==> src/rtl/lcr_pkg.sv <==
package lcr_pkg;

   localparam int SAMPLE_W = 16;
   localparam int RATE_W   = 19;
   localparam int TAPS     = 4;
   localparam int MAX_OUT  = 64;
   localparam int CNT_W    = 7;

   localparam logic [RATE_W-1:0] RATE_RESET = 19'd65536;

   // interpolation position u is Q0.16; these are 1.0 and 2.0 on that scale
   localparam logic [16:0] U_ONE = 17'd65536;
   localparam logic [17:0] U_TWO = 18'd131072;

   // reciprocal of 3: K = (2^31 + 1) / 3, split into 15-bit halves
   localparam logic signed [18:0] RECIP_LO = 19'sd10923;
   localparam logic signed [18:0] RECIP_HI = 19'sd21845;

   // rounding offsets for the weight scaling
   localparam logic [50:0] BIAS_DIV6 = 51'd786432;   // 3 * 2^18
   localparam logic [50:0] BIAS_DIV2 = 51'd262144;   // 2^18
   localparam logic [48:0] BIAS_OUT  = 49'd536870912; // 2^29

   localparam logic signed [18:0] SAT_MAX = 19'sd32767;
   localparam logic signed [18:0] SAT_MIN = -19'sd32768;

   typedef enum logic [18:0] {
      ST_IDLE  = 19'h00001,
      ST_CHECK = 19'h00002,
      ST_UB    = 19'h00004,
      ST_Q0    = 19'h00008,
      ST_Q3    = 19'h00010,
      ST_AB    = 19'h00020,
      ST_Q1    = 19'h00040,
      ST_AU    = 19'h00080,
      ST_Q2    = 19'h00100,
      ST_D0L   = 19'h00200,
      ST_D0H   = 19'h00400,
      ST_D3L   = 19'h00800,
      ST_D3H   = 19'h01000,
      ST_S0    = 19'h02000,
      ST_S1    = 19'h04000,
      ST_S2    = 19'h08000,
      ST_S3    = 19'h10000,
      ST_S4    = 19'h20000,
      ST_EMIT  = 19'h40000
   } state_type;

endpackage

==> src/rtl/lagrange_cubic_resampler.sv <==
// Four-point cubic Lagrange resampler.
// req_*: one 16-bit source sample per word, shifted into a four-sample
//   window (zeros after reset). rsp_*: interpolated samples between the two
//   middle window taps; rsp_tlast marks the final word caused by one input.
// csr_*: write of rate_step (unsigned Q3.16 playback rate, reset 1.0).
//   Write only while the block is idle.
// One input yields zero to 64 output words, depending on the phase and rate.
// req_tready stays low from an accepted input until the run of N words that
//   it yields is done. Each word is built on the single shared 36x19
//   multiplier, which computes the four weights, the divide-by-3 via
//   reciprocal and the four-tap dot product in sequence.
// The result sits in an output register; if rsp_tready is low the next word
//   is computed anyway and the sequencer waits only when it must load a new
//   word into a still-full register. A new input can be accepted while the
//   last word of the previous run still waits.
// Reset (synchronous): window and phase cleared, rate back to 1.0, no
//   pending output.
module lagrange_cubic_resampler #(
   parameter int FRAC_BITS = 16
) (
   input  logic        clock,
   input  logic        reset,
   input  logic        req_tvalid,
   output logic        req_tready,
   input  logic [15:0] req_tdata,   // [15:0] sample_in
   output logic        rsp_tvalid,
   input  logic        rsp_tready,
   output logic [15:0] rsp_tdata,   // [15:0] sample_out
   output logic        rsp_tlast,   // last_of_run
   input  logic        csr_valid,
   output logic        csr_ready,
   input  logic [lcr_pkg::RATE_W-1:0] csr_wdata
);
   import lcr_pkg::*;

   localparam int PHASE_W = FRAC_BITS + 4;
   localparam logic [PHASE_W-1:0] PHASE_ONE = {{(PHASE_W-1){1'b0}}, 1'b1} << FRAC_BITS;

   // control state
   state_type                state_ff, state_in;
   logic [RATE_W-1:0]        rate_ff, rate_in;
   logic [PHASE_W-1:0]       phase_ff, phase_in;
   logic [CNT_W-1:0]         cnt_ff, cnt_in;
   logic signed [SAMPLE_W-1:0] win_ff [TAPS];
   logic                     rsp_valid_ff, rsp_valid_in;

   // datapath
   logic [15:0]              u_ff;
   logic [16:0]              a_ff;    // u + 1
   logic [16:0]              bm_ff;   // 1 - u
   logic [17:0]              cm_ff;   // 2 - u
   logic [33:0]              t_ff;
   logic [29:0]              m0_ff, m3_ff;
   logic [29:0]              lo_ff;
   logic [30:0]              w0_ff, w1_ff, w2_ff, w3_ff;   // weight magnitudes, Q30
   logic signed [47:0]       acc_ff;
   logic signed [54:0]       prod_ff;
   logic [15:0]              rsp_data_ff;
   logic                     rsp_last_ff;

   logic signed [35:0]       mul_a;
   logic signed [18:0]       mul_b;
   logic signed [54:0]       prod_in;

   logic [FRAC_BITS+15:0]    frac_wide;
   logic [15:0]              u_now;
   logic [FRAC_BITS+18:0]    step_wide;
   logic [PHASE_W-2:0]       step;
   logic [PHASE_W-1:0]       phase_sum;
   logic                     last_in;
   logic                     emit_go;
   logic                     req_go;
   logic [50:0]              q_div6, q_div2;
   logic [45:0]              recip_sum;
   logic signed [48:0]       round_sum;
   logic signed [18:0]       out_full;
   logic [15:0]              out_sat;

   assign req_tready = (state_ff == ST_IDLE);
   assign csr_ready  = 1'b1;
   assign rsp_tvalid = rsp_valid_ff;
   assign rsp_tdata  = rsp_data_ff;
   assign rsp_tlast  = rsp_last_ff;

   assign req_go  = req_tvalid && req_tready;
   assign emit_go = (state_ff == ST_EMIT) && (!rsp_valid_ff || rsp_tready);

   // fraction to Q0.16, rate to FRAC_BITS scale
   assign frac_wide = {phase_ff[FRAC_BITS-1:0], 16'b0};
   assign u_now     = frac_wide[FRAC_BITS+15:FRAC_BITS];
   assign step_wide = {rate_ff, {FRAC_BITS{1'b0}}};
   assign step      = step_wide[FRAC_BITS+18:16];
   assign phase_sum = phase_ff + {1'b0, step};
   assign last_in   = (phase_sum >= PHASE_ONE) || (cnt_ff == CNT_W'(MAX_OUT - 1));

   // weight scaling: round(q / (6*2^18)) needs floor((q + 3*2^18) >> 19) / 3,
   // round(q / 2^19) is (q + 2^18) >> 19
   assign q_div6    = prod_ff[50:0] + BIAS_DIV6;
   assign q_div2    = prod_ff[50:0] + BIAS_DIV2;
   assign recip_sum = prod_ff[45:0] + {16'b0, lo_ff};

   // final rounding (ties up) and saturation
   assign round_sum = {acc_ff[47], acc_ff} + $signed(BIAS_OUT);
   assign out_full  = round_sum[48:30];
   always_comb begin
      if (out_full > SAT_MAX) begin
         out_sat = SAT_MAX[15:0];
      end else if (out_full < SAT_MIN) begin
         out_sat = SAT_MIN[15:0];
      end else begin
         out_sat = out_full[15:0];
      end
   end

   // shared multiplier operand select
   always_comb begin
      mul_a = '0;
      mul_b = '0;
      unique case (state_ff) inside
         ST_UB: begin
            mul_a = {20'b0, u_ff};
            mul_b = {2'b0, bm_ff};
         end
         ST_Q0, ST_Q1, ST_Q2: begin
            mul_a = {2'b0, prod_ff[33:0]};
            mul_b = {1'b0, cm_ff};
         end
         ST_Q3: begin
            mul_a = {2'b0, t_ff};
            mul_b = {2'b0, a_ff};
         end
         ST_AB: begin
            mul_a = {19'b0, a_ff};
            mul_b = {2'b0, bm_ff};
         end
         ST_AU: begin
            mul_a = {19'b0, a_ff};
            mul_b = {3'b0, u_ff};
         end
         ST_D0L: begin
            mul_a = {6'b0, m0_ff};
            mul_b = RECIP_LO;
         end
         ST_D0H: begin
            mul_a = {6'b0, m0_ff};
            mul_b = RECIP_HI;
         end
         ST_D3L: begin
            mul_a = {6'b0, m3_ff};
            mul_b = RECIP_LO;
         end
         ST_D3H: begin
            mul_a = {6'b0, m3_ff};
            mul_b = RECIP_HI;
         end
         ST_S0: begin
            mul_a = 36'sd0 - $signed({5'b0, w0_ff});
            mul_b = {{3{win_ff[0][15]}}, win_ff[0]};
         end
         ST_S1: begin
            mul_a = $signed({5'b0, w1_ff});
            mul_b = {{3{win_ff[1][15]}}, win_ff[1]};
         end
         ST_S2: begin
            mul_a = $signed({5'b0, w2_ff});
            mul_b = {{3{win_ff[2][15]}}, win_ff[2]};
         end
         ST_S3: begin
            mul_a = 36'sd0 - $signed({5'b0, w3_ff});
            mul_b = {{3{win_ff[3][15]}}, win_ff[3]};
         end
         ST_IDLE, ST_CHECK, ST_S4, ST_EMIT: begin
            mul_a = '0;
            mul_b = '0;
         end
         default: begin
            mul_a = '0;
            mul_b = '0;
         end
      endcase
   end

   assign prod_in = mul_a * mul_b;

   // sequencer
   always_comb begin
      state_in     = state_ff;
      rate_in      = rate_ff;
      phase_in     = phase_ff;
      cnt_in       = cnt_ff;
      rsp_valid_in = rsp_valid_ff;

      if (csr_valid && csr_ready) begin
         rate_in = csr_wdata;
      end
      if (rsp_valid_ff && rsp_tready) begin
         rsp_valid_in = 1'b0;
      end

      unique case (state_ff)
         ST_IDLE: begin
            if (req_go) begin
               cnt_in   = '0;
               state_in = ST_CHECK;
            end
         end
         ST_CHECK: begin
            if ((phase_ff < PHASE_ONE) && (cnt_ff != CNT_W'(MAX_OUT))) begin
               state_in = ST_UB;
            end else begin
               // end of run: step into the next interval, or give up at the cap
               phase_in = (phase_ff >= PHASE_ONE) ? phase_ff - PHASE_ONE : '0;
               state_in = ST_IDLE;
            end
         end
         ST_UB:  state_in = ST_Q0;
         ST_Q0:  state_in = ST_Q3;
         ST_Q3:  state_in = ST_AB;
         ST_AB:  state_in = ST_Q1;
         ST_Q1:  state_in = ST_AU;
         ST_AU:  state_in = ST_Q2;
         ST_Q2:  state_in = ST_D0L;
         ST_D0L: state_in = ST_D0H;
         ST_D0H: state_in = ST_D3L;
         ST_D3L: state_in = ST_D3H;
         ST_D3H: state_in = ST_S0;
         ST_S0:  state_in = ST_S1;
         ST_S1:  state_in = ST_S2;
         ST_S2:  state_in = ST_S3;
         ST_S3:  state_in = ST_S4;
         ST_S4:  state_in = ST_EMIT;
         ST_EMIT: begin
            if (emit_go) begin
               rsp_valid_in = 1'b1;
               phase_in     = phase_sum;
               cnt_in       = cnt_ff + CNT_W'(1);
               state_in     = ST_CHECK;
            end
         end
         default: state_in = ST_IDLE;
      endcase
   end

   always_ff @(posedge clock) begin
      if (reset) begin
         state_ff     <= ST_IDLE;
         rate_ff      <= RATE_RESET;
         phase_ff     <= '0;
         cnt_ff       <= '0;
         rsp_valid_ff <= 1'b0;
         for (int i = 0; i < TAPS; i++) begin
            win_ff[i] <= '0;
         end
      end else begin
         state_ff     <= state_in;
         rate_ff      <= rate_in;
         phase_ff     <= phase_in;
         cnt_ff       <= cnt_in;
         rsp_valid_ff <= rsp_valid_in;
         if (req_go) begin
            for (int i = 0; i < TAPS - 1; i++) begin
               win_ff[i] <= win_ff[i+1];
            end
            win_ff[TAPS-1] <= req_tdata;
         end
      end
   end

   // payload registers
   always_ff @(posedge clock) begin
      prod_ff <= prod_in;
      unique case (state_ff) inside
         ST_CHECK: begin
            u_ff  <= u_now;
            a_ff  <= {1'b0, u_now} + U_ONE;
            bm_ff <= U_ONE - {1'b0, u_now};
            cm_ff <= U_TWO - {2'b0, u_now};
         end
         ST_Q0:  t_ff  <= prod_ff[33:0];
         ST_Q3:  m0_ff <= q_div6[48:19];
         ST_AB:  m3_ff <= q_div6[48:19];
         ST_AU:  w1_ff <= q_div2[49:19];
         ST_D0L: w2_ff <= q_div2[49:19];
         ST_D0H: lo_ff <= prod_ff[44:15];
         ST_D3L: w0_ff <= {1'b0, recip_sum[45:16]};
         ST_D3H: lo_ff <= prod_ff[44:15];
         ST_S0:  w3_ff <= {1'b0, recip_sum[45:16]};
         ST_S1:  acc_ff <= prod_ff[47:0];
         ST_S2, ST_S3, ST_S4: acc_ff <= acc_ff + prod_ff[47:0];
         ST_EMIT: begin
            if (emit_go) begin
               rsp_data_ff <= out_sat;
               rsp_last_ff <= last_in;
            end
         end
         default: begin
         end
      endcase
   end

   // checks
   a_cnt_cap: assert property (@(posedge clock) disable iff (reset)
      cnt_ff <= CNT_W'(MAX_OUT))
      else $error("output count past cap");

   a_phase_in_interval: assert property (@(posedge clock) disable iff (reset)
      (state_ff == ST_UB) |-> (phase_ff < PHASE_ONE))
      else $error("interpolating with phase outside interval");

   a_more_after_nonlast: assert property (@(posedge clock) disable iff (reset)
      (emit_go && !last_in) |=> (state_ff == ST_CHECK) ##1 (state_ff == ST_UB))
      else $error("word not marked last but run ended");

   a_end_after_last: assert property (@(posedge clock) disable iff (reset)
      (emit_go && last_in) |=> (state_ff == ST_CHECK) ##1 (state_ff == ST_IDLE))
      else $error("word marked last but run continued");

endmodule

==> config.mk <==
export PLATFORM = sky130hd
export DESIGN_NAME = lagrange_cubic_resampler
export DESIGN_NICKNAME = d
export VERILOG_FILES = /design/src/rtl/lcr_pkg.sv /design/src/rtl/lagrange_cubic_resampler.sv
export SDC_FILE = /design/constraint.sdc
export NUM_CORES = 2
export LEC_CHECK = 0
export BUFFER_PORTS_ARGS = -buffer_cell sky130_fd_sc_hd__buf_2
export CAP_MARGIN = 0
export CORE_UTILIZATION = 67
export CTS_BUF_LIST = sky130_fd_sc_hd__clkbuf_2 sky130_fd_sc_hd__clkbuf_4 sky130_fd_sc_hd__clkbuf_8
export DETAILED_ROUTE_END_ITERATION = 8
export PLACE_DENSITY_LB_ADDON = 0.08
export SYNTH_ARGS = -nofsm -noshare
export SYNTH_HDL_FRONTEND = slang
export SYNTH_SLANG_ARGS = --single-unit
==> constraint.sdc <==
create_clock -name clock -period 10.71 [get_ports clock]
set_input_delay 0.5355 -clock clock [delete_from_list [all_inputs] [get_ports clock]]
set_output_delay 0.5355 -clock clock [all_outputs]
set_load 0.1 [all_outputs]
==> reports/metrics.csv <==
stage;metric;value;unit
outcome;outcome;completed;
placement;routability_congestion;0.992;
yosys;main_flop_type_after_synthesis;sky130_fd_sc_hd__edfxtp_1;
critical_path;cp_num_buf_inv;2;
floorplan;core.rowCount;97;
hold_path;worstHoldPathType;primary input to flip-flop;
floorplan;fp.dieArea;72300;um^2
cts;tritoncts;done;
yosys;synth_compound_gate_area_share;9.51;%
drt;route.antenna.remaining_nets;0;
global_route;overflow_after_grt;0;
timing;final-setup-viol-count;0;
floorplan;effective_utilization_at_floorplan;67.9;%
floorplan;top_level_ports;60;
yosys;synth.area.mux_share;0.443;%
yosys;post_synthesis_register_bit_count;525;
yosys;synth_top_cell_area_share;25.7;%
global_route;global_route_wire_length_before_repair;207000;um
cts;cts_inserted_buffers;81;
critical_path;cp_common_cell;sky130_fd_sc_hd__fa_1;
pwr;combinationalPowerShare;2.0;%
pwr;seqPwrFrac;54.1;%
yosys;synth_top_cells_by_area;sky130_fd_sc_hd__edfxtp_1 26%, sky130_fd_sc_hd__fa_1 26%, sky130_fd_sc_hd__ha_1 6.3%;
drt;vias_per_cell;6.15;
drt;wl;134000;um
pwr;internal_power;3.20;mW
yosys;synth.yosys.seq_area_share;30.6;%
cts;worstSkewPairLatency;680;ps
layout;nets_final;5741;
cts;cts.hold.buffers_added;0;
timing;fmax;96.9;MHz
yosys;post_synthesis_adder_cell_area_fraction;31.9;%
critical_path;worstSetupPathType;flip-flop to flip-flop;
drt;post-route-drc-count;0;
drt;drt-initial-drc-count;3858;
yosys;syn-mean-instance-area;9.96;um^2
cts;clk_path_buf_depth;3;
drt;dr.pass1.iters;7;
critical_path;startpoint_type;flip-flop;
layout;num-fill-cells;5161;
drt;vias;36000;
pwr;total_leakage_power;23.8;nW
layout;share_of_final_layout_standard_cells_stronger_than_drive_strength_1;7.77;%
hold_path;min_delay_path_depth;3;
pwr;p_sw_share;22.3;%
yosys;synth_enable_flop_cells;409;
timing;finalCriticalPeriod;10320;ps
timing;fin_tns_setup;0;ps
drt;wl_per_cell;22.9;um
critical_path;slowest_stage;sky130_fd_sc_hd__nor4_2;
cts;cts.sink_count;525;
critical_path;cpPeakStageDelay;1110;ps
pwr;switching_power;0.915;mW
cts;post_cts_resize_count;0;
yosys;cell_taking_the_most_area_after_synthesis;sky130_fd_sc_hd__edfxtp_1;
cts;cts-htree-levels;3;
yosys;synthDistinctLibCells;91;
global_route;track_usage;38.3;%
yosys;post_synth_instance_area;47700;um^2
floorplan;floorplan.die.height;269;um
timing;hold_violations;0;
floorplan;core_region_area;70300;um^2
yosys;synthArstFlopShare;0;%
global_route;grt_start_max_net_pins;87;
timing;timing.final.max_slew_violations;0;
global_route;antenna_found_initial;1;
critical_path;cp_data_arrival_time;10850;ps
critical_path;crit_family;adder cells;
global_route;first_global_vias;35800;
timing;setup_repair_after_global_routing_missed_its_margin;false;
critical_path;reg2regPathDepth;27;
pwr;p_per_area;80.3;nW/um^2
cts;postCtsSetupRepairBufs;0;
cts;worst_setup_hold_path_clk_slew;60;ps
placement;dp_hpwl;101000;um
critical_path;worstSetupEndpointType;flip-flop;
timing;post-route-period-util;96.4;%
critical_path;cp_num_cells;27;
cts;ctsRootBufferMaster;sky130_fd_sc_hd__clkbuf_8;
yosys;synth_top_family_by_area;adder cells;
yosys;synth.most_common_cell;sky130_fd_sc_hd__inv_1;
pwr;clock_power_share;43.9;%
placement;io_buffer_count;58;
yosys;synth_xor_xnor_area_share;5.36;%
floorplan;width_of_the_die;269;um
yosys;post_synth_inst_count;4791;
timing;finalClockSkew;38.3;ps
yosys;synth.net_count;5682;
pwr;irDropWorstVdd;0.000113;V
critical_path;required;11240;ps
yosys;synth.top_cells.by_count;675 x sky130_fd_sc_hd__inv_1, 639 x sky130_fd_sc_hd__nand2_1, 610 x sky130_fd_sc_hd__fa_1;
flow_run;cap_violations;0;
yosys;simple_logic_cell_fraction_of_the_synthesized_area;15.1;%
pwr;post-layout-total-power;4.11;mW
critical_path;worst-path-max-fanout;9;
layout;areaGrowthSynthToFinish;7.29;%
yosys;ys_warn_count;0;
timing;timing_worst_slew_pin_value;1290;ps
timing;timing.slew.headroom;13.4;%
==> worst min-delay path: cells and delay by family <==
family	cells	cell delay [ps]
buffers and inverters	1	80
multiplexers	1	60
AND/OR/NAND/NOR	1	60
==> cell families (layout without fill, tap and decap cells) <==
kind of cell	after synthesis	in the layout
compound gates	653	653
xor+xnor	289	289
fa+ha+maj	851	851
buf+inv	890	1015
flops	525	525
mux	21	21
other cells	1	3
simple gates	1561	1561
==> layout by cell type (no fill, tap or decap), drive strengths merged, types with 116 or more instances in the layout <==
| cell | synthesis | final |
|---|---|---|
| a21oi | 134 | 134 |
| and2 | 150 | 150 |
| buf | 41 | 190 |
| dfxtp | 116 | 116 |
| edfxtp | 409 | 409 |
| fa | 610 | 610 |
| ha | 241 | 241 |
| inv | 676 | 680 |
| nand2 | 639 | 639 |
| nor2 | 402 | 402 |
| o21ai | 135 | 135 |
| xnor2 | 178 | 178 |
==> path summary, 6_finish.rpt <==
| path | start | to | slack (ps) |
|---|---|---|---|
| min | csr_wdata[16] | rate_ff[16] | 80 |
| min reg2reg | rate_ff[16] | rate_ff[16] | 500 |
| max | w0_ff[2] | prod_ff[41] | 390 |
| max reg2reg | w0_ff[2] | prod_ff[41] | 390 |
==> per-stage QoR <==
| step | setup slack (ps) | cell area, um^2 | util, % | instances | hold slack (ps) |
|---|---|---|---|---|---|
| 2_1_floorplan | 1190 | 47700 | - | 4791 | 432 |
| 3_3_place_gp | 735 | 49500 | 70.4 | 5707 | 477 |
| 3_5_place_dp | 687 | 49500 | 70.4 | 5707 | 472 |
| 4_1_cts | 549 | 51200 | 72.8 | 5856 | 44.7 |
| 5_1_grt | 69.7 | 51200 | 72.8 | 5856 | 70.2 |
| 6_report | 390 | 51200 | 72.8 | 5858 | 81.5 |
==> sequential cells by signal, indices dropped and copies added, names as in the netlist, 20 cells and up <==
| register | cells |
|---|---|
| acc_ff | 48 |
| lo_ff | 30 |
| m0_ff | 30 |
| m3_ff | 30 |
| phase_ff | 20 |
| prod_ff | 50 |
| t_ff | 34 |
| w0_ff | 30 |
| w1_ff | 31 |
| w2_ff | 31 |
| w3_ff | 30 |
| win_ff | 64 |
==> final cells by class <==
class	instances	area, um^2	area share (%)
Multi-Input combinational cell	3376	29800	58.3
Sequential cell	525	14600	28.5
Inverter	676	2540	4.96
Clock buffer	115	1420	2.77
Timing Repair Buffer	190	1320	2.58
Tap cell	940	1180	2.30
Clock inverter	34	294	0.574
Antenna cell	2	5.00	0.00978
==> power by group through the flow <==
stage	registers (mW)	logic, mW	clock network, mW
final	2.22	0.0827	1.81
after CTS	2.22	0.0827	1.81
after global placement	2.26	0.0807	0
after detailed placement	2.27	0.0823	0
after global routing	2.22	0.0908	1.90
after floorplan	2.26	0.0595	0
==> routing by layer <==
metal / vias up / wire length (um) / global-route usage (%)
met5: - / 11 / 0
met4: 2 / 6890 / 17.5
met2: 1950 / 61700 / 60.5
met1: 17800 / 50600 / 50.7
li1: 15900 / - / -
met3: 417 / 14700 / 8.64
(Power assumes the default switching activity.)
